File: src/sv/tgad_pkg.sv
// ----------------------------------------------------------------------------
// tgad_pkg
// Types and constants shared by the TGA stream decoder modules.
// ----------------------------------------------------------------------------
`default_nettype none

package tgad_pkg;

    // Parsing phase of the byte stream.
    typedef enum logic [3:0] {
        PH_IDLEN,
        PH_CMAP,
        PH_ITYPE,
        PH_SKIP,
        PH_WLO,
        PH_WHI,
        PH_HLO,
        PH_HHI,
        PH_DEPTH,
        PH_DESC,
        PH_IDSKIP,
        PH_PACKET,
        PH_PIXEL,
        PH_DONE,
        PH_ERROR
    } phase_t;

    typedef enum logic [1:0] {
        KIND_HEADER = 2'd0,
        KIND_PIXEL  = 2'd1,
        KIND_ERROR  = 2'd2
    } result_kind_t;

    typedef enum logic [1:0] {
        ERR_NONE  = 2'd0,
        ERR_CMAP  = 2'd1,
        ERR_ITYPE = 2'd2,
        ERR_DEPTH = 2'd3
    } error_code_t;

    localparam logic [7:0] CMAP_REJECTED = 8'd1;
    localparam logic [7:0] ITYPE_RAW     = 8'd2;
    localparam logic [7:0] ITYPE_RLE     = 8'd10;
    localparam logic [7:0] DEPTH_RGB     = 8'd24;
    localparam logic [7:0] DEPTH_RGBA    = 8'd32;
    // Index of the last of the nine skipped header bytes.
    localparam logic [3:0] SKIP_LAST_IDX = 4'd8;
    localparam logic [6:0] RLE_COUNT_MASK = 7'h7F;
    localparam int unsigned RLE_RUN_BIT  = 7;

    typedef struct packed {
        result_kind_t kind;
        logic [31:0]  pixel_value;
        logic [7:0]   repeat_count;
        logic [15:0]  image_width;
        logic [15:0]  image_height;
        logic         has_alpha;
        error_code_t  error_code;
        logic         last;
    } result_t;

endpackage

`default_nettype wire

File: src/sv/tgad_byte_if.sv
// ----------------------------------------------------------------------------
// tgad_byte_if
// Valid/ready channel carrying one byte of the TGA file per request.
// ----------------------------------------------------------------------------
`default_nettype none

interface tgad_byte_if;
    logic       valid;
    logic       ready;
    logic [7:0] data_byte;

    modport source (output valid, output data_byte, input ready);
    modport sink   (input valid, input data_byte, output ready);
endinterface

`default_nettype wire

File: src/sv/tgad_result_if.sv
// ----------------------------------------------------------------------------
// tgad_result_if
// Valid/ready channel carrying one decoder result per request.
// ----------------------------------------------------------------------------
`default_nettype none

interface tgad_result_if;
    logic        valid;
    logic        ready;
    logic [1:0]  result_kind;
    logic [31:0] pixel_value;
    logic [7:0]  repeat_count;
    logic [15:0] image_width;
    logic [15:0] image_height;
    logic        has_alpha;
    logic [1:0]  error_code;
    logic        last;

    modport source (
        output valid, output result_kind, output pixel_value, output repeat_count,
        output image_width, output image_height, output has_alpha,
        output error_code, output last, input ready
    );
    modport sink (
        input valid, input result_kind, input pixel_value, input repeat_count,
        input image_width, input image_height, input has_alpha,
        input error_code, input last, output ready
    );
endinterface

`default_nettype wire

File: src/sv/tgad_core.sv
// ----------------------------------------------------------------------------
// tgad_core
// Header and pixel parser: consumes one byte per step and forms the result.
// ----------------------------------------------------------------------------
`default_nettype none

module tgad_core (
    input  wire logic            clk,
    input  wire logic            rst_n,
    input  wire logic            step,
    input  wire logic [7:0]      data_byte,
    output logic                 res_emit,
    output tgad_pkg::result_t    res
);

    tgad_pkg::phase_t phase_reg, phase_next;
    logic [3:0]  hdr_idx_reg,    hdr_idx_next;
    logic [7:0]  id_left_reg,    id_left_next;
    logic [15:0] width_reg,      width_next;
    logic [15:0] height_reg,     height_next;
    logic        rle_reg,        rle_next;
    logic        alpha_reg,      alpha_next;
    logic        run_reg,        run_next;
    logic [7:0]  pkt_left_reg,   pkt_left_next;
    logic [31:0] assembly_reg,   assembly_next;
    logic [1:0]  pix_idx_reg,    pix_idx_next;
    logic [31:0] pixels_left_reg, pixels_left_next;
    logic [31:0] area_reg;

    logic        header_done;
    logic        image_empty;
    logic [1:0]  pix_top;
    logic        pix_complete;
    logic [31:0] assembled;
    logic [7:0]  rep_raw;
    logic [7:0]  rep;
    logic [31:0] pixels_after;
    logic [7:0]  pkt_after;
    logic [7:0]  pkt_count;
    logic [7:0]  pkt_clamped;

    // Shared decode of the current byte.
    always_comb
    begin
        header_done  = ((phase_reg == tgad_pkg::PH_DESC) && (id_left_reg == 8'd0)) ||
                       ((phase_reg == tgad_pkg::PH_IDSKIP) && (id_left_reg == 8'd1));
        image_empty  = (width_reg == 16'd0) || (height_reg == 16'd0);
        pix_top      = alpha_reg ? 2'd3 : 2'd2;
        pix_complete = (pix_idx_reg == pix_top);
        case (pix_idx_reg)
            2'd0:    assembled = assembly_reg | {24'd0, data_byte};
            2'd1:    assembled = assembly_reg | {16'd0, data_byte, 8'd0};
            2'd2:    assembled = assembly_reg | {8'd0, data_byte, 16'd0};
            default: assembled = assembly_reg | {data_byte, 24'd0};
        endcase
        rep_raw      = (rle_reg && run_reg) ? pkt_left_reg : 8'd1;
        rep          = ({24'd0, rep_raw} > pixels_left_reg) ? pixels_left_reg[7:0] : rep_raw;
        pixels_after = pixels_left_reg - {24'd0, rep};
        pkt_after    = pkt_left_reg - rep;
        pkt_count    = {1'b0, data_byte[6:0] & tgad_pkg::RLE_COUNT_MASK} + 8'd1;
        pkt_clamped  = ({24'd0, pkt_count} > pixels_left_reg) ?
                       pixels_left_reg[7:0] : pkt_count;
    end

    // Next phase.
    always_comb
    begin
        phase_next = phase_reg;
        if (step)
        begin
            unique case (phase_reg) inside
                tgad_pkg::PH_IDLEN:  phase_next = tgad_pkg::PH_CMAP;
                tgad_pkg::PH_CMAP:
                    phase_next = (data_byte == tgad_pkg::CMAP_REJECTED) ?
                                 tgad_pkg::PH_ERROR : tgad_pkg::PH_ITYPE;
                tgad_pkg::PH_ITYPE:
                    phase_next = ((data_byte == tgad_pkg::ITYPE_RAW) ||
                                  (data_byte == tgad_pkg::ITYPE_RLE)) ?
                                 tgad_pkg::PH_SKIP : tgad_pkg::PH_ERROR;
                tgad_pkg::PH_SKIP:
                    if (hdr_idx_reg >= tgad_pkg::SKIP_LAST_IDX)
                    begin
                        phase_next = tgad_pkg::PH_WLO;
                    end
                tgad_pkg::PH_WLO:    phase_next = tgad_pkg::PH_WHI;
                tgad_pkg::PH_WHI:    phase_next = tgad_pkg::PH_HLO;
                tgad_pkg::PH_HLO:    phase_next = tgad_pkg::PH_HHI;
                tgad_pkg::PH_HHI:    phase_next = tgad_pkg::PH_DEPTH;
                tgad_pkg::PH_DEPTH:
                    phase_next = ((data_byte == tgad_pkg::DEPTH_RGB) ||
                                  (data_byte == tgad_pkg::DEPTH_RGBA)) ?
                                 tgad_pkg::PH_DESC : tgad_pkg::PH_ERROR;
                tgad_pkg::PH_DESC, tgad_pkg::PH_IDSKIP:
                    if (header_done)
                    begin
                        if (image_empty)
                            phase_next = tgad_pkg::PH_DONE;
                        else
                            phase_next = rle_reg ? tgad_pkg::PH_PACKET : tgad_pkg::PH_PIXEL;
                    end
                    else
                    begin
                        phase_next = tgad_pkg::PH_IDSKIP;
                    end
                tgad_pkg::PH_PACKET: phase_next = tgad_pkg::PH_PIXEL;
                tgad_pkg::PH_PIXEL:
                    if (pix_complete)
                    begin
                        if (pixels_after == 32'd0)
                            phase_next = tgad_pkg::PH_DONE;
                        else if (rle_reg && (pkt_after == 8'd0))
                            phase_next = tgad_pkg::PH_PACKET;
                    end
                default:             phase_next = phase_reg;
            endcase
        end
    end

    // Datapath registers and the result.
    always_comb
    begin
        hdr_idx_next     = hdr_idx_reg;
        id_left_next     = id_left_reg;
        width_next       = width_reg;
        height_next      = height_reg;
        rle_next         = rle_reg;
        alpha_next       = alpha_reg;
        run_next         = run_reg;
        pkt_left_next    = pkt_left_reg;
        assembly_next    = assembly_reg;
        pix_idx_next     = pix_idx_reg;
        pixels_left_next = pixels_left_reg;

        res_emit          = 1'b0;
        res.kind          = tgad_pkg::KIND_HEADER;
        res.pixel_value   = 32'd0;
        res.repeat_count  = 8'd0;
        res.image_width   = width_reg;
        res.image_height  = height_reg;
        res.has_alpha     = alpha_reg;
        res.error_code    = tgad_pkg::ERR_NONE;
        res.last          = 1'b0;

        if (step)
        begin
            unique case (phase_reg) inside
                tgad_pkg::PH_IDLEN:
                    id_left_next = data_byte;
                tgad_pkg::PH_CMAP:
                    if (data_byte == tgad_pkg::CMAP_REJECTED)
                    begin
                        res_emit       = 1'b1;
                        res.kind       = tgad_pkg::KIND_ERROR;
                        res.error_code = tgad_pkg::ERR_CMAP;
                        res.last       = 1'b1;
                    end
                tgad_pkg::PH_ITYPE:
                    if (data_byte == tgad_pkg::ITYPE_RAW || data_byte == tgad_pkg::ITYPE_RLE)
                    begin
                        rle_next     = (data_byte == tgad_pkg::ITYPE_RLE);
                        hdr_idx_next = 4'd0;
                    end
                    else
                    begin
                        res_emit       = 1'b1;
                        res.kind       = tgad_pkg::KIND_ERROR;
                        res.error_code = tgad_pkg::ERR_ITYPE;
                        res.last       = 1'b1;
                    end
                tgad_pkg::PH_SKIP:
                    hdr_idx_next = hdr_idx_reg + 4'd1;
                tgad_pkg::PH_WLO:
                    width_next = {8'd0, data_byte};
                tgad_pkg::PH_WHI:
                    width_next = {data_byte, width_reg[7:0]};
                tgad_pkg::PH_HLO:
                    height_next = {8'd0, data_byte};
                tgad_pkg::PH_HHI:
                    height_next = {data_byte, height_reg[7:0]};
                tgad_pkg::PH_DEPTH:
                    if (data_byte == tgad_pkg::DEPTH_RGB || data_byte == tgad_pkg::DEPTH_RGBA)
                    begin
                        alpha_next = (data_byte == tgad_pkg::DEPTH_RGBA);
                    end
                    else
                    begin
                        res_emit       = 1'b1;
                        res.kind       = tgad_pkg::KIND_ERROR;
                        res.error_code = tgad_pkg::ERR_DEPTH;
                        res.last       = 1'b1;
                    end
                tgad_pkg::PH_DESC, tgad_pkg::PH_IDSKIP:
                begin
                    if (phase_reg == tgad_pkg::PH_IDSKIP)
                        id_left_next = id_left_reg - 8'd1;
                    if (header_done)
                    begin
                        pixels_left_next = area_reg;
                        assembly_next    = 32'd0;
                        pix_idx_next     = 2'd0;
                        pkt_left_next    = 8'd0;
                        run_next         = 1'b0;
                        res_emit         = 1'b1;
                        res.last         = image_empty;
                    end
                end
                tgad_pkg::PH_PACKET:
                begin
                    run_next      = data_byte[tgad_pkg::RLE_RUN_BIT];
                    pkt_left_next = pkt_clamped;
                    assembly_next = 32'd0;
                    pix_idx_next  = 2'd0;
                end
                tgad_pkg::PH_PIXEL:
                    if (pix_complete)
                    begin
                        assembly_next    = 32'd0;
                        pix_idx_next     = 2'd0;
                        pixels_left_next = pixels_after;
                        if (rle_reg)
                            pkt_left_next = pkt_after;
                        res_emit         = 1'b1;
                        res.kind         = tgad_pkg::KIND_PIXEL;
                        res.pixel_value  = assembled;
                        res.repeat_count = rep;
                        res.last         = (pixels_after == 32'd0);
                    end
                    else
                    begin
                        assembly_next = assembled;
                        pix_idx_next  = pix_idx_reg + 2'd1;
                    end
                default:
                begin
                end
            endcase
        end
    end

    always_ff @(posedge clk or negedge rst_n)
    begin
        if (!rst_n)
        begin
            phase_reg       <= tgad_pkg::PH_IDLEN;
            hdr_idx_reg     <= 4'd0;
            id_left_reg     <= 8'd0;
            width_reg       <= 16'd0;
            height_reg      <= 16'd0;
            rle_reg         <= 1'b0;
            alpha_reg       <= 1'b0;
            run_reg         <= 1'b0;
            pkt_left_reg    <= 8'd0;
            assembly_reg    <= 32'd0;
            pix_idx_reg     <= 2'd0;
            pixels_left_reg <= 32'd0;
        end
        else
        begin
            phase_reg       <= phase_next;
            hdr_idx_reg     <= hdr_idx_next;
            id_left_reg     <= id_left_next;
            width_reg       <= width_next;
            height_reg      <= height_next;
            rle_reg         <= rle_next;
            alpha_reg       <= alpha_next;
            run_reg         <= run_next;
            pkt_left_reg    <= pkt_left_next;
            assembly_reg    <= assembly_next;
            pix_idx_reg     <= pix_idx_next;
            pixels_left_reg <= pixels_left_next;
        end
    end

    // The pixel count is formed while the depth and descriptor bytes go by,
    // so the multiplier sits alone between the geometry and area registers.
    always_ff @(posedge clk)
    begin
        area_reg <= {16'd0, width_reg} * {16'd0, height_reg};
    end

endmodule

`default_nettype wire

File: src/sv/tga_image_stream_decoder.sv
// ----------------------------------------------------------------------------
// tga_image_stream_decoder
// A result is on the output register in the cycle after its byte is accepted.
// Throughput: one byte per cycle while the result side keeps up, set by the
// single parse stage and the output register. Reset is asynchronous and
// returns the parser to waiting for the ID length byte with no result held.
// ----------------------------------------------------------------------------
`default_nettype none

module tga_image_stream_decoder (
    input  wire logic     clk,
    input  wire logic     rst_n,
    tgad_byte_if.sink     byte_stream,
    tgad_result_if.source results
);

    // A byte request is taken whenever the output register is empty or is
    // being emptied in the same cycle, so the parser never waits on a
    // result that the downstream side is draining at full rate.
    logic               accept;
    logic               res_emit;
    tgad_pkg::result_t  res;
    logic               out_valid_reg, out_valid_next;
    tgad_pkg::result_t  out_reg;

    assign byte_stream.ready = !out_valid_reg || results.ready;
    assign accept            = byte_stream.valid && byte_stream.ready;

    // The parser updates its state on every accepted byte and says whether
    // that byte completes a result (header, pixel run or error).
    tgad_core u_core (
        .clk       (clk),
        .rst_n     (rst_n),
        .step      (accept),
        .data_byte (byte_stream.data_byte),
        .res_emit  (res_emit),
        .res       (res)
    );

    // The output register fills on a producing byte and drains when the
    // downstream side takes the result request.
    always_comb
    begin
        if (accept && res_emit)
            out_valid_next = 1'b1;
        else if (results.ready)
            out_valid_next = 1'b0;
        else
            out_valid_next = out_valid_reg;
    end

    always_ff @(posedge clk or negedge rst_n)
    begin
        if (!rst_n)
            out_valid_reg <= 1'b0;
        else
            out_valid_reg <= out_valid_next;
    end

    // The payload needs no reset: it is only looked at while valid is high.
    always_ff @(posedge clk)
    begin
        if (accept && res_emit)
            out_reg <= res;
    end

    assign results.valid        = out_valid_reg;
    assign results.result_kind  = out_reg.kind;
    assign results.pixel_value  = out_reg.pixel_value;
    assign results.repeat_count = out_reg.repeat_count;
    assign results.image_width  = out_reg.image_width;
    assign results.image_height = out_reg.image_height;
    assign results.has_alpha    = out_reg.has_alpha;
    assign results.error_code   = out_reg.error_code;
    assign results.last         = out_reg.last;

endmodule

`default_nettype wire

File: src/flat_wrapper.sv
// flat-port wrapper written by rule: the top's interface ports become plain ports
module tga_image_stream_decoder_flat 
  (clk, rst_n, byte_stream_valid, byte_stream_data_byte, byte_stream_ready, results_valid, results_result_kind, results_pixel_value, results_repeat_count, results_image_width, results_image_height, results_has_alpha, results_error_code, results_last, results_ready);
  tgad_byte_if byte_stream_i ();
  tgad_result_if results_i ();
  input  wire logic clk;
  input  wire logic rst_n;
  input wire logic [$bits(byte_stream_i.valid)-1:0] byte_stream_valid;
  input wire logic [$bits(byte_stream_i.data_byte)-1:0] byte_stream_data_byte;
  output wire logic [$bits(byte_stream_i.ready)-1:0] byte_stream_ready;
  output wire logic [$bits(results_i.valid)-1:0] results_valid;
  output wire logic [$bits(results_i.result_kind)-1:0] results_result_kind;
  output wire logic [$bits(results_i.pixel_value)-1:0] results_pixel_value;
  output wire logic [$bits(results_i.repeat_count)-1:0] results_repeat_count;
  output wire logic [$bits(results_i.image_width)-1:0] results_image_width;
  output wire logic [$bits(results_i.image_height)-1:0] results_image_height;
  output wire logic [$bits(results_i.has_alpha)-1:0] results_has_alpha;
  output wire logic [$bits(results_i.error_code)-1:0] results_error_code;
  output wire logic [$bits(results_i.last)-1:0] results_last;
  input wire logic [$bits(results_i.ready)-1:0] results_ready;
  assign byte_stream_i.valid = byte_stream_valid;
  assign byte_stream_i.data_byte = byte_stream_data_byte;
  assign byte_stream_ready = byte_stream_i.ready;
  assign results_valid = results_i.valid;
  assign results_result_kind = results_i.result_kind;
  assign results_pixel_value = results_i.pixel_value;
  assign results_repeat_count = results_i.repeat_count;
  assign results_image_width = results_i.image_width;
  assign results_image_height = results_i.image_height;
  assign results_has_alpha = results_i.has_alpha;
  assign results_error_code = results_i.error_code;
  assign results_last = results_i.last;
  assign results_i.ready = results_ready;
  tga_image_stream_decoder u_core (.clk(clk), .rst_n(rst_n), .byte_stream(byte_stream_i), .results(results_i));
endmodule
File: config.mk
export PLATFORM = sky130hd
export DESIGN_NAME = tga_image_stream_decoder_flat
export DESIGN_NICKNAME = d
export VERILOG_FILES = /design/src/sv/tgad_pkg.sv /design/src/sv/tgad_byte_if.sv /design/src/sv/tgad_result_if.sv /design/src/sv/tgad_core.sv /design/src/sv/tga_image_stream_decoder.sv /design/src/flat_wrapper.sv
export SDC_FILE = /design/constraint.sdc
export NUM_CORES = 1
export LEC_CHECK = 0
export ABC_AREA = 1
export BUFFER_PORTS_ARGS = -buffer_cell sky130_fd_sc_hd__buf_2
export CORE_MARGIN = 3
export CORE_UTILIZATION = 50
export DETAILED_ROUTE_END_ITERATION = 8
export PLACE_DENSITY = 0.73
export SYNTH_ARGS = -nofsm -noshare
export SYNTH_HDL_FRONTEND = slang
export SYNTH_HIERARCHICAL = 1
export SYNTH_SLANG_ARGS = --single-unit
File: constraint.sdc
create_clock -name clk -period 16.9 [get_ports clk]
set_input_delay 2.535 -clock clk [delete_from_list [all_inputs] [get_ports clk]]
set_output_delay 2.535 -clock clk [all_outputs]
set_load 0.03 [all_outputs]
---- Yosys cells after proc, flatten, opt, wreduce, memory -nomap -nowiden ----
Index checks and enable logic that the tools add are counted.
storage, ports and cells
  register bits after elaboration ......... 236
  word-level logic and storage cells ...... 169
operators by class
  multipliers ............................. 1
  add/sub/neg operators ................... 6
  magnitude comparators ................... 3
  reductions and logical operators ........ 43
  mux-type cells .......................... 58
  equal/unequal tests ..................... 28
  bitwise logic cells ..................... 6
operator list
  cell                  count
  $pmux W32 S3          2
  $mux W32              4
  $gt A8 B32 Y1         2
  $pmux W16 S2          2
  $pmux W32 S2          1
  $mux W8               7
  $pmux W4 S12          1
  $mux W41              1
  $logic_not A16 Y1     2
  $logic_not A32 Y1     1
  $mul A16 B16 Y32      1
  $or A32 B16 Y32       1
  $or A32 B24 Y32       1
  $or A32 B32 Y32       1
  $or A32 B8 Y32        1
  $sub A32 B8 Y32       1
  $mux W4               7
  $reduce_and A3 Y1     9
  $pmux W8 S3           1
  $eq A4 B4 Y1 const B  5
  $mux W3               6
  $eq A4 B3 Y1 const B  4
  $eq A8 B1 Y1 const B  2
  $logic_not A8 Y1      2
  39 further kinds      80

---- Logic depth before layout (Yosys ltp) ----
Gate-level depths: netlist of run 1.
  word-level depth ........................ 11
  mapped depth ............................ 36
  mapped depth without buffers ............ 34

---- By module ----
The synthesis of run 1 kept the hierarchy.
by module, submodules not included
  module                    instances  cells each  area each (um2)
  tgad_core                 1          2,464       18,278.8
  tga_image_stream_decoder  1          87          2,406.1

---- Worst setup path after synthesis of run 1 ----
No wires, ideal clock.
  path type ............................... reg-to-reg
  from .................................... register u_core.u_core.height_reg[1]
  to ...................................... register u_core.u_core.area_reg[29]
  library setup time ...................... 0.123 ns
  stages on the path, launching flop included .. 26
  arrival ................................. 6.046 ns
  setup slack ............................. 10.731 ns
  data required time ...................... 16.777 ns
  cells stage by stage .................... dfrtp_1 > clkbuf_1 > buf_1 > nand2_1 > fa_1 > inv_1 > fa_1 > inv_1 > fa_1 > fa_1 > inv_1 > fa_1 > inv_1 > fa_1 > inv_1 > ha_1 > nand2_1 > o21ai_0 > o21bai_1 > a31oi_1 > o21ai_0 > a21boi_0 > o21ai_0 > a21oi_1 > o21bai_1 > xor2_1
between the ends
  longest elaborated chain between the ends .. 1
ends and longest elaborated chain
  item                      RTL line          RTL
  start: declaration        tgad_core.sv:20   logic [15:0] height_reg, height_next;
  start signal: assignment  tgad_core.sv:263  height_reg <= height_next;
  $mul A16 B16 Y32          tgad_core.sv:278  area_reg <= {16'd0, width_reg} * {16'd0, height_reg};
  end signal: assignment    tgad_core.sv:278
  end: declaration          tgad_core.sv:28   logic [31:0] area_reg;
Every way passes these cells.
A chain may end at the register's enable or synchronous reset.

---- Worst setup path in the final report of run 1 ----
  from .................................... register u_core.u_core.width_reg[8]
  to ...................................... register u_core.u_core.area_reg[29]
between the ends
  longest elaborated chain between the ends .. 1
ends and longest elaborated chain
  item                      RTL line          RTL
  start: declaration        tgad_core.sv:19   logic [15:0] width_reg, width_next;
  start signal: assignment  tgad_core.sv:262  width_reg <= width_next;
  $mul A16 B16 Y32          tgad_core.sv:278
Every way passes these cells.

==> results.py, run 1 <==
metrics = {
    "timing": {
        "rsz0062_at_grt": "false",
        "fmax_ghz": 0.151,
        "setup_viol_count_final": 0,
        "slew_headroom_pct": 15.7,
        "tns_ns": 0,
        "slew_viol_final": 0,
        "finClkSkew_ns": 0.0123,
        "fin_crit_ns": 6.60,
        "worst-slew-pin-transition_ns": 1.26,
        "finalHoldViolCount": 0,
        "fin_crit_sh_pct": 39.1,
    },
    "logic_synthesis": {
        "synth-seq-area-share_pct": 29.7,
        "syn-num-nets": 2892,
        "synth_edf_count": 78,
        "synth_ff_type": "dfrtp_1",
        "synth-seq-cells": 236,
        "ys_top_cells_by_area": "fa_1 19%, dfrtp_1 15%, edfxtp_1 11%",
        "synth_top_area_share_pct": 18.8,
        "async_flop_share_pct": 53.4,
        "netlist_area_mm2": 0.0207,
        "postSynthAreaPerCell_um2": 8.11,
        "synth_top_area_cell": "fa_1",
        "synth_cells": 2551,
        "synthDistinctLibCells": 55,
        "ys_warn_count": 6,
    },
    "cts": {
        "post-cts-setup-buffers": 0,
        "cts_hold_buf": 0,
        "clk_latency_ns": 0.54,
        "root_buffer": "clkbuf_16",
        "h-tree-depth": 1,
        "clkSinkCount": 236,
        "cts_tree": "yes",
        "clk_pin_slew_ns": 0.06,
        "numCtsBuffers": 25,
        "clk_path_buf_depth": 3,
        "cts_resized": 0,
    },
    "setup_path": {
        "cp.depth": 23,
        "crit_chain": "nand2_1 -> fa_1 -> inv_1 -> fa_1 -> inv_1 -> fa_1 -> fa_1 -> inv_1 -> fa_1 -> inv_1 -> fa_1 -> inv_1 -> ha_1 -> nand2_1 -> o21ai_0 -> o21bai_1 -> a31oi_1 -> o21ai_0 -> a21boi_0 -> o21ai_0 -> a21oi_1 -> o21bai_1 -> xor2_1",
        "worst_setup_path_end_kind": "flop",
        "worstSetupPathType": "flop to flop",
        "critPathLaunchType": "flop",
        "crit_path_max_fanout": 18,
        "crit_family": "adder cells",
        "critical_path.most_common_cell": "fa_1",
        "crit_arrival_ns": 7.03,
        "path_buf_inv": 5,
        "required_ns": 17.33,
        "critPathMaxStageDelay_ns": 0.83,
        "rr_worst_depth": 23,
        "slowest_stage": "dfrtp_1",
    },
    "floorplan": {
        "ioPinCount": 92,
        "initial_core_util_pct": 51.4,
        "die_area_mm2": 0.0438,
        "die_w_um": 209,
        "row_count": 73,
        "core_area_mm2": 0.0403,
        "die_y_um": 209,
    },
    "finish": {
        "area_growth_pct": 7.74,
        "antenna_cells": 0,
        "final_common_cell": "inv_1",
        "layout_common_cells": "533 x inv_1, 524 x nand2_1, 201 x nor2_1",
        "layout-drive-gt1-share_pct": 8.48,
        "nets": 2916,
    },
    "flow_run": {
        "drv_cap": 0,
    },
    "global_routing": {
        "grt_max_degree": 81,
        "overflow": 0,
        "antenna_found_initial": 0,
        "grt_pass1_wl_um": 86500,
        "grtUsageTotal_pct": 24.0,
        "grt_pass1_vias": 17100,
    },
    "drt": {
        "drtIter0Drc": 1386,
        "route.detailed.drc": 0,
        "avgViaCountPerCell": 5.43,
        "num_vias": 16900,
        "wirelength_um": 52500,
        "wl_per_cell_um": 16.8,
        "antenna_left": 0,
        "drtPass1Iterations": 6,
    },
    "place": {
        "dp_hpwl_um": 39400,
        "finalWeightedCongestion": 0.969,
        "io_buffers": 91,
    },
    "run_status": {
        "status": "finished, final reports clean",
    },
    "worst_hold_path": {
        "hold_path.class": "flop to flop",
        "hold_depth": 0,
    },
}
layer usage:
| layer | vias up | wire [um] | global-route usage [%] |
|---|---|---|---|
| li1 | 7983 | - | - |
| met2 | 598 | 26100 | 41.8 |
| met5 | - | 0 | 0 |
| met1 | 8249 | 21500 | 31.2 |
| met4 | 0 | 1620 | 7.99 |
| met3 | 105 | 3230 | 2.75 |
logic make-up (layout without fill, tap and decap cells):
logic type	count (synthesis)	after routing	synth area share, %
xor gates and xnor gates	45	45	1.91
buffers and inverters	656	699	12.1
adders and majority gates	329	329	26.9
and+or+nand+nor	944	944	20.1
AOI/OAI and AO/OA	340	340	9.30
muxes	1	1	0.0484
DFF	236	236	29.7
layout make-up:
| type | count | area, um2 |
|---|---|---|
| clock inverter | 13 | 149 |
| timing repair buffer | 107 | 578 |
| tap | 525 | 657 |
| inverter | 546 | 2050 |
| sequential | 236 | 6140 |
| multi-input combinational | 1659 | 12100 |
| fill | 3628 | 18000 |
| clock buffer | 33 | 656 |
path summary, 6_finish.rpt:
kind	slack, ns	end	start
setup / recovery	10.30	u_core/u_core/area_reg[29]	u_core/u_core/width_reg[8]
hold / removal	0.46	u_core/results.image_width[7]	u_core/u_core/width_reg[7]
setup reg to reg	10.30	u_core/u_core/area_reg[29]	u_core/u_core/width_reg[8]
hold reg to reg	0.46	u_core/results.image_width[7]	u_core/u_core/width_reg[7]
max in group asynchronous	13.33	u_core/u_core/width_reg[6]	rst_n
min in group asynchronous	2.02	u_core/u_core/pixels_left_reg[4]	rst_n
worst register-to-register path: cells and delay by family, from the launching register on:
family,cells,cell delay (ns)
adders and majority gates,7,3.36
AOI/OAI and AO/OA,8,1.64
xor gates and xnor gates,1,0.14
DFF,1,0.83
and+or+nand+nor,2,0.25
buffers and inverters,5,0.25
metrics by stage:
step	std cells	utilization [%]	area (um2)	worst slack [ns]	hold WS, ns
after detailed placement	3073	53.3	21500	10.32	0.442
after floorplan	2551	-	20700	10.73	0.423
final	3119	55.3	22300	10.30	0.460
after global placement	3073	53.3	21500	10.50	0.436
after CTS	3119	55.3	22300	10.29	0.464
after global routing	3119	55.3	22300	9.88	0.469
synth_stat cells, types with 3 or more instances:
cell type,count
dfxtp_1,32
edfxtp_1,78
nor4_1,7
buf_6,3
nand2_2,20
a31oi_1,5
inv_1,533
nand4_1,34
clkbuf_1,98
clkinv_1,6
nor3_1,14
nand2_1,524
nor2_1,202
o21a_1,11
nand3_1,91
nand3_4,4
buf_1,6
fa_1,194
a21oi_1,67
o21ai_1,8
dfrtp_1,126
xor2_1,32
o21bai_1,5
nor2_4,3
a21oi_2,3
nand3b_1,4
o22ai_1,64
a22oi_1,4
nor2_2,10
a211oi_1,4
buf_4,3
ha_1,135
o211ai_1,9
inv_2,7
nand3_2,16
o21ai_0,147
nand2_4,5
xnor2_1,13
o31ai_1,4
Power of run 1 is not shown: default switching activity piles up to over one toggle a cycle in this logic, so the estimate is an artifact.
==> run 2, diff against run 1 <==
PLACE_DENSITY = 0.75   (was 0.73)
clock period = 5.5 ns   (was 16.9 ns; I/O delays follow)
==> results.py, run 2 (synthesized netlist as in run 1, its figures left out) <==
metrics = {
    "drt": {
        "wirelength_um": 56300,
        "avgViaCountPerCell": 5.46,
        "drtIter0Drc": 1569,
        "drtPass1Iterations": 7,
        "num_vias": 17800,
        "route.detailed.drc": 0,
        "antenna_left": 0,
        "wl_per_cell_um": 17.3,
    },
    "place": {
        "dp.cells": 3179,
        "io_buffers": 91,
        "dp_hpwl_um": 43200,
        "pre_cts_ws_ns": -0.224,
        "finalWeightedCongestion": 0.944,
    },
    "setup_path": {
        "crit_path_max_fanout": 6,
        "rr_worst_depth": 24,
        "worstSetupPathType": "flop to flop",
        "worst_setup_path_end_kind": "flop",
        "r2r-end": "u_core/u_core/area_reg[31]",
        "crit_chain": "buf_4 -> nand2_1 -> fa_1 -> inv_1 -> fa_1 -> inv_1 -> fa_1 -> fa_2 -> inv_2 -> fa_1 -> inv_1 -> fa_1 -> inv_2 -> ha_4 -> a21oi_2 -> o21ai_1 -> o21bai_4 -> a31oi_4 -> o21ai_2 -> a21boi_2 -> o21bai_2 -> a21oi_2 -> o21ai_1 -> xor2_1",
        "required_ns": 5.93,
        "crit_family": "adder cells",
        "crit_start": "u_core/u_core/width_reg[7]",
        "path_buf_inv": 6,
        "reg2reg_slack_ns": -0.07,
        "critical_path.most_common_cell": "fa_1",
        "reg2reg_from": "u_core/u_core/width_reg[7]",
        "slowest_stage": "fa_1",
        "crit_arrival_ns": 6.01,
        "critPathMaxStageDelay_ns": 0.54,
        "cp.depth": 24,
        "critPathLaunchType": "flop",
    },
    "global_routing": {
        "grt_pass1_wl_um": 92600,
        "antenna_found_initial": 1,
        "grt_max_degree": 70,
        "grt_pass1_vias": 18500,
        "overflow": 0,
        "grtUsageTotal_pct": 25.8,
    },
    "timing": {
        "slew_headroom_pct": 17.5,
        "rsz0062_at_grt": "true",
        "fin_crit_ns": 5.57,
        "finClkSkew_ns": 0.0113,
        "fin_crit_sh_pct": 101,
        "finalHoldViolCount": 0,
        "fmax_ghz": 0.179,
        "fin_ws_ns": -0.0743,
        "slew_viol_final": 0,
        "setup_viol_count_final": 5,
        "worst-slew-pin-transition_ns": 1.23,
        "whs_ns": 0.238,
    },
    "finish": {
        "area_growth_pct": 14.8,
        "antenna_cells": 0,
        "finalNonFillerCells": 3252,
        "final_common_cell": "inv_1",
        "layout-drive-gt1-share_pct": 15.7,
        "layout_common_cells": "525 x inv_1, 515 x nand2_1, 199 x nor2_1",
        "nets": 3047,
    },
    "cts": {
        "clkSinkCount": 236,
        "cts_tree": "yes",
        "numCtsBuffers": 27,
        "h-tree-depth": 1,
        "clk_pin_slew_ns": 0.06,
        "clk_latency_ns": 0.56,
        "root_buffer": "clkbuf_16",
        "clk_path_buf_depth": 3,
    },
    "floorplan": {
        "die_y_um": 209,
        "core_area_mm2": 0.0403,
        "die_area_mm2": 0.0438,
        "row_count": 73,
        "initial_core_util_pct": 51.4,
        "die_w_um": 209,
        "ioPinCount": 92,
    },
    "flow_run": {
        "drv_cap": 0,
    },
    "worst_hold_path": {
        "hold_path.class": "input pin to async pin",
    },
    "run_status": {
        "status": "complete, but fails checks",
        "violations": "negative setup slack",
    },
}
[run 2: area by class of cell]
type / instances / area [um2]
fillers: 3421 / 16500
repair buffers: 236 / 1650
flip-flops and latches: 236 / 6150
inverters: 546 / 2050
well taps: 525 / 657
multi-input cells: 1659 / 12400
clock buffers: 39 / 792
clock inverters: 11 / 77.6
[run 2: stage by stage]
stage,cell area (um2),setup TNS [ns],utilization (%)
2_1_floorplan,21000,-0.139,-
3_3_place_gp,22400,-0.675,55.6
3_5_place_dp,22400,-1.62,55.6
4_1_cts,23600,-0.0893,58.6
5_1_grt,23700,-2.21,58.9
6_report,23700,-0.216,58.9
[run 2: layer usage]
metal / up-vias / GRT usage [%] / share of wire (%)
met3: 137 / 3.29 / 7.2
met2: 767 / 44.9 / 49
met4: 0 / 9.56 / 3.7
li1: 8258 / - / -
met1: 8606 / 33.0 / 40
met5: - / 0 / 0
[run 2: worst max-delay path by stage]
stage | end
finish | u_core/u_core/area_reg[31]
global route | u_core/u_core/area_reg[31]
CTS | u_core/u_core/area_reg[29]
detailed placement | u_core/u_core/area_reg[31]
global placement | u_core/u_core/area_reg[31]
floorplan | u_core/u_core/area_reg[31]
[run 2: what timing repair did]
| action | 4_1_cts | 5_1_grt |
|---|---|---|
| buffers inserted | 21 | 5 |
| endpoints found under the hold margin | 0 | 0 |
| hold buffers | 0 | 0 |
| setup endpoints to repair | 11 | 16 |
| pin swaps | 27 | 18 |
| gates cloned | 0 | 0 |
| resized for setup | 45 | 27 |
[run 2: worst reg2reg max path: stages, from the launching register on]
cell	delay, ns
dfrtp_2	0.44
buf_4	0.15
nand2_1	0.08
fa_1	0.54
inv_1	0.05
fa_1	0.47
inv_1	0.05
fa_1	0.46
fa_2	0.54
inv_2	0.03
fa_1	0.48
inv_1	0.05
fa_1	0.49
inv_2	0.05
ha_4	0.16
a21oi_2	0.14
o21ai_1	0.08
o21bai_4	0.19
a31oi_4	0.19
o21ai_2	0.10
a21boi_2	0.23
o21bai_2	0.12
a21oi_2	0.14
o21ai_1	0.09
xor2_1	0.15
Power of run 2 is left out for the same reason.
==> run 3, diff against run 2 <==
PLACE_DENSITY = 0.69   (was 0.75)
SETUP_SLACK_MARGIN = 0.02   (was not set)
==> results.py, run 3 (synthesized netlist as in run 1, its figures left out) <==
metrics = {
    "run_status": {
        "status": "complete, but fails checks",
        "violations": "negative setup slack",
    },
    "setup_path": {
        "crit_path_max_fanout": 7,
        "path_buf_inv": 8,
        "crit_start": "u_core/u_core/width_reg[8]",
        "critPathLaunchType": "flop",
        "reg2reg_from": "u_core/u_core/width_reg[8]",
        "required_ns": 5.93,
        "critical_path.most_common_cell": "fa_1",
        "critPathMaxStageDelay_ns": 0.54,
        "crit_family": "adder cells",
        "worstSetupPathType": "flop to flop",
        "slowest_stage": "fa_1",
        "worst_setup_path_end_kind": "flop",
        "crit_arrival_ns": 6.04,
    },
    "drt": {
        "route.detailed.drc": 0,
        "avgViaCountPerCell": 5.39,
        "wl_per_cell_um": 17.1,
        "num_vias": 17500,
        "wirelength_um": 55800,
        "drtIter0Drc": 1523,
        "antenna_left": 0,
        "drtPass1Iterations": 5,
    },
    "timing": {
        "rsz0062_at_grt": "true",
        "whs_ns": 0.308,
        "finalHoldViolCount": 0,
        "setup_viol_count_final": 7,
        "fmax_ghz": 0.178,
        "slew_viol_final": 0,
        "fin_ws_ns": -0.103,
        "slew_headroom_pct": 15.5,
        "worst-slew-pin-transition_ns": 1.26,
        "fin_crit_sh_pct": 102,
        "finClkSkew_ns": 0.0253,
        "fin_crit_ns": 5.60,
    },
    "cts": {
        "clk_pin_slew_ns": 0.07,
        "root_buffer": "clkbuf_16",
        "cts_hold_buf": 0,
        "clk_latency_ns": 0.57,
        "numCtsBuffers": 26,
        "h-tree-depth": 1,
        "cts_tree": "yes",
        "clkSinkCount": 236,
        "clk_path_buf_depth": 3,
    },
    "global_routing": {
        "antenna_found_initial": 0,
        "grt_pass1_wl_um": 91700,
        "grtUsageTotal_pct": 25.6,
        "overflow": 0,
        "grt_pass1_vias": 18100,
        "grt_max_degree": 79,
    },
    "place": {
        "dp_hpwl_um": 43100,
        "io_buffers": 91,
        "dp.cells": 3185,
        "finalWeightedCongestion": 0.923,
    },
    "floorplan": {
        "die_y_um": 209,
        "die_w_um": 209,
        "ioPinCount": 92,
        "core_area_mm2": 0.0403,
        "die_area_mm2": 0.0438,
        "row_count": 73,
        "initial_core_util_pct": 51.4,
    },
    "finish": {
        "nets": 3053,
        "finalNonFillerCells": 3257,
        "antenna_cells": 0,
        "layout_common_cells": "523 x inv_1, 516 x nand2_1, 200 x nor2_1",
        "area_growth_pct": 15.1,
        "final_common_cell": "inv_1",
        "final_core_utilization_pct": 59.1,
        "layout-drive-gt1-share_pct": 15.9,
    },
    "worst_hold_path": {
        "hold_path.class": "input pin to async pin",
    },
    "flow_run": {
        "drv_cap": 0,
    },
}
-- run 3: final timing paths --
path                       slack, ns  depth (start not counted)                               end
max in group asynchronous       4.11                          2        u_core/u_core/width_reg[1]
hold reg to reg                 0.50                          2  u_core/u_core/pixels_left_reg[2]
min in group clk                0.50                          2  u_core/u_core/pixels_left_reg[2]
hold / removal                  0.31                          1     u_core/u_core/assembly_reg[6]
setup / recovery               -0.10                         25        u_core/u_core/area_reg[30]
setup reg to reg               -0.10                         25        u_core/u_core/area_reg[30]
-- run 3: routing by layer --
metal  GRT usage [%]  up-vias  wire length [um]
met5               0        -                 0
li1                -     8251                 -
met4            8.13        0              1660
met2            45.3      634             28000
met3            2.59      106              3440
met1            33.2     8557             22700
-- run 3: per-stage QoR --
stage | setup TNS (ns) | instance area (um2) | worst slack [ns]
2_1_floorplan | -0.139 | 21000 | -0.0941
3_3_place_gp | -0.762 | 22400 | -0.159
3_5_place_dp | -1.59 | 22400 | -0.245
4_1_cts | -0.252 | 23600 | -0.0531
5_1_grt | -2.50 | 23800 | -0.310
6_report | -0.431 | 23800 | -0.103
-- run 3: cell type report --
| type | count | area (um2) |
|---|---|---|
| fill | 3511 | 16500 |
| inverter | 546 | 2050 |
| clock inverter | 10 | 159 |
| sequential | 236 | 6160 |
| multi-input combinational | 1659 | 12400 |
| timing repair buffer | 243 | 1660 |
| clock buffer | 38 | 758 |
| tap | 525 | 657 |
-- run 3: repair_timing --
action,4_1_cts,5_1_grt
resized for setup,41,33
pin swaps,24,20
endpoints found under the setup margin,11,13
setup buffers,17,9
Power of run 3 is left out for the same reason.
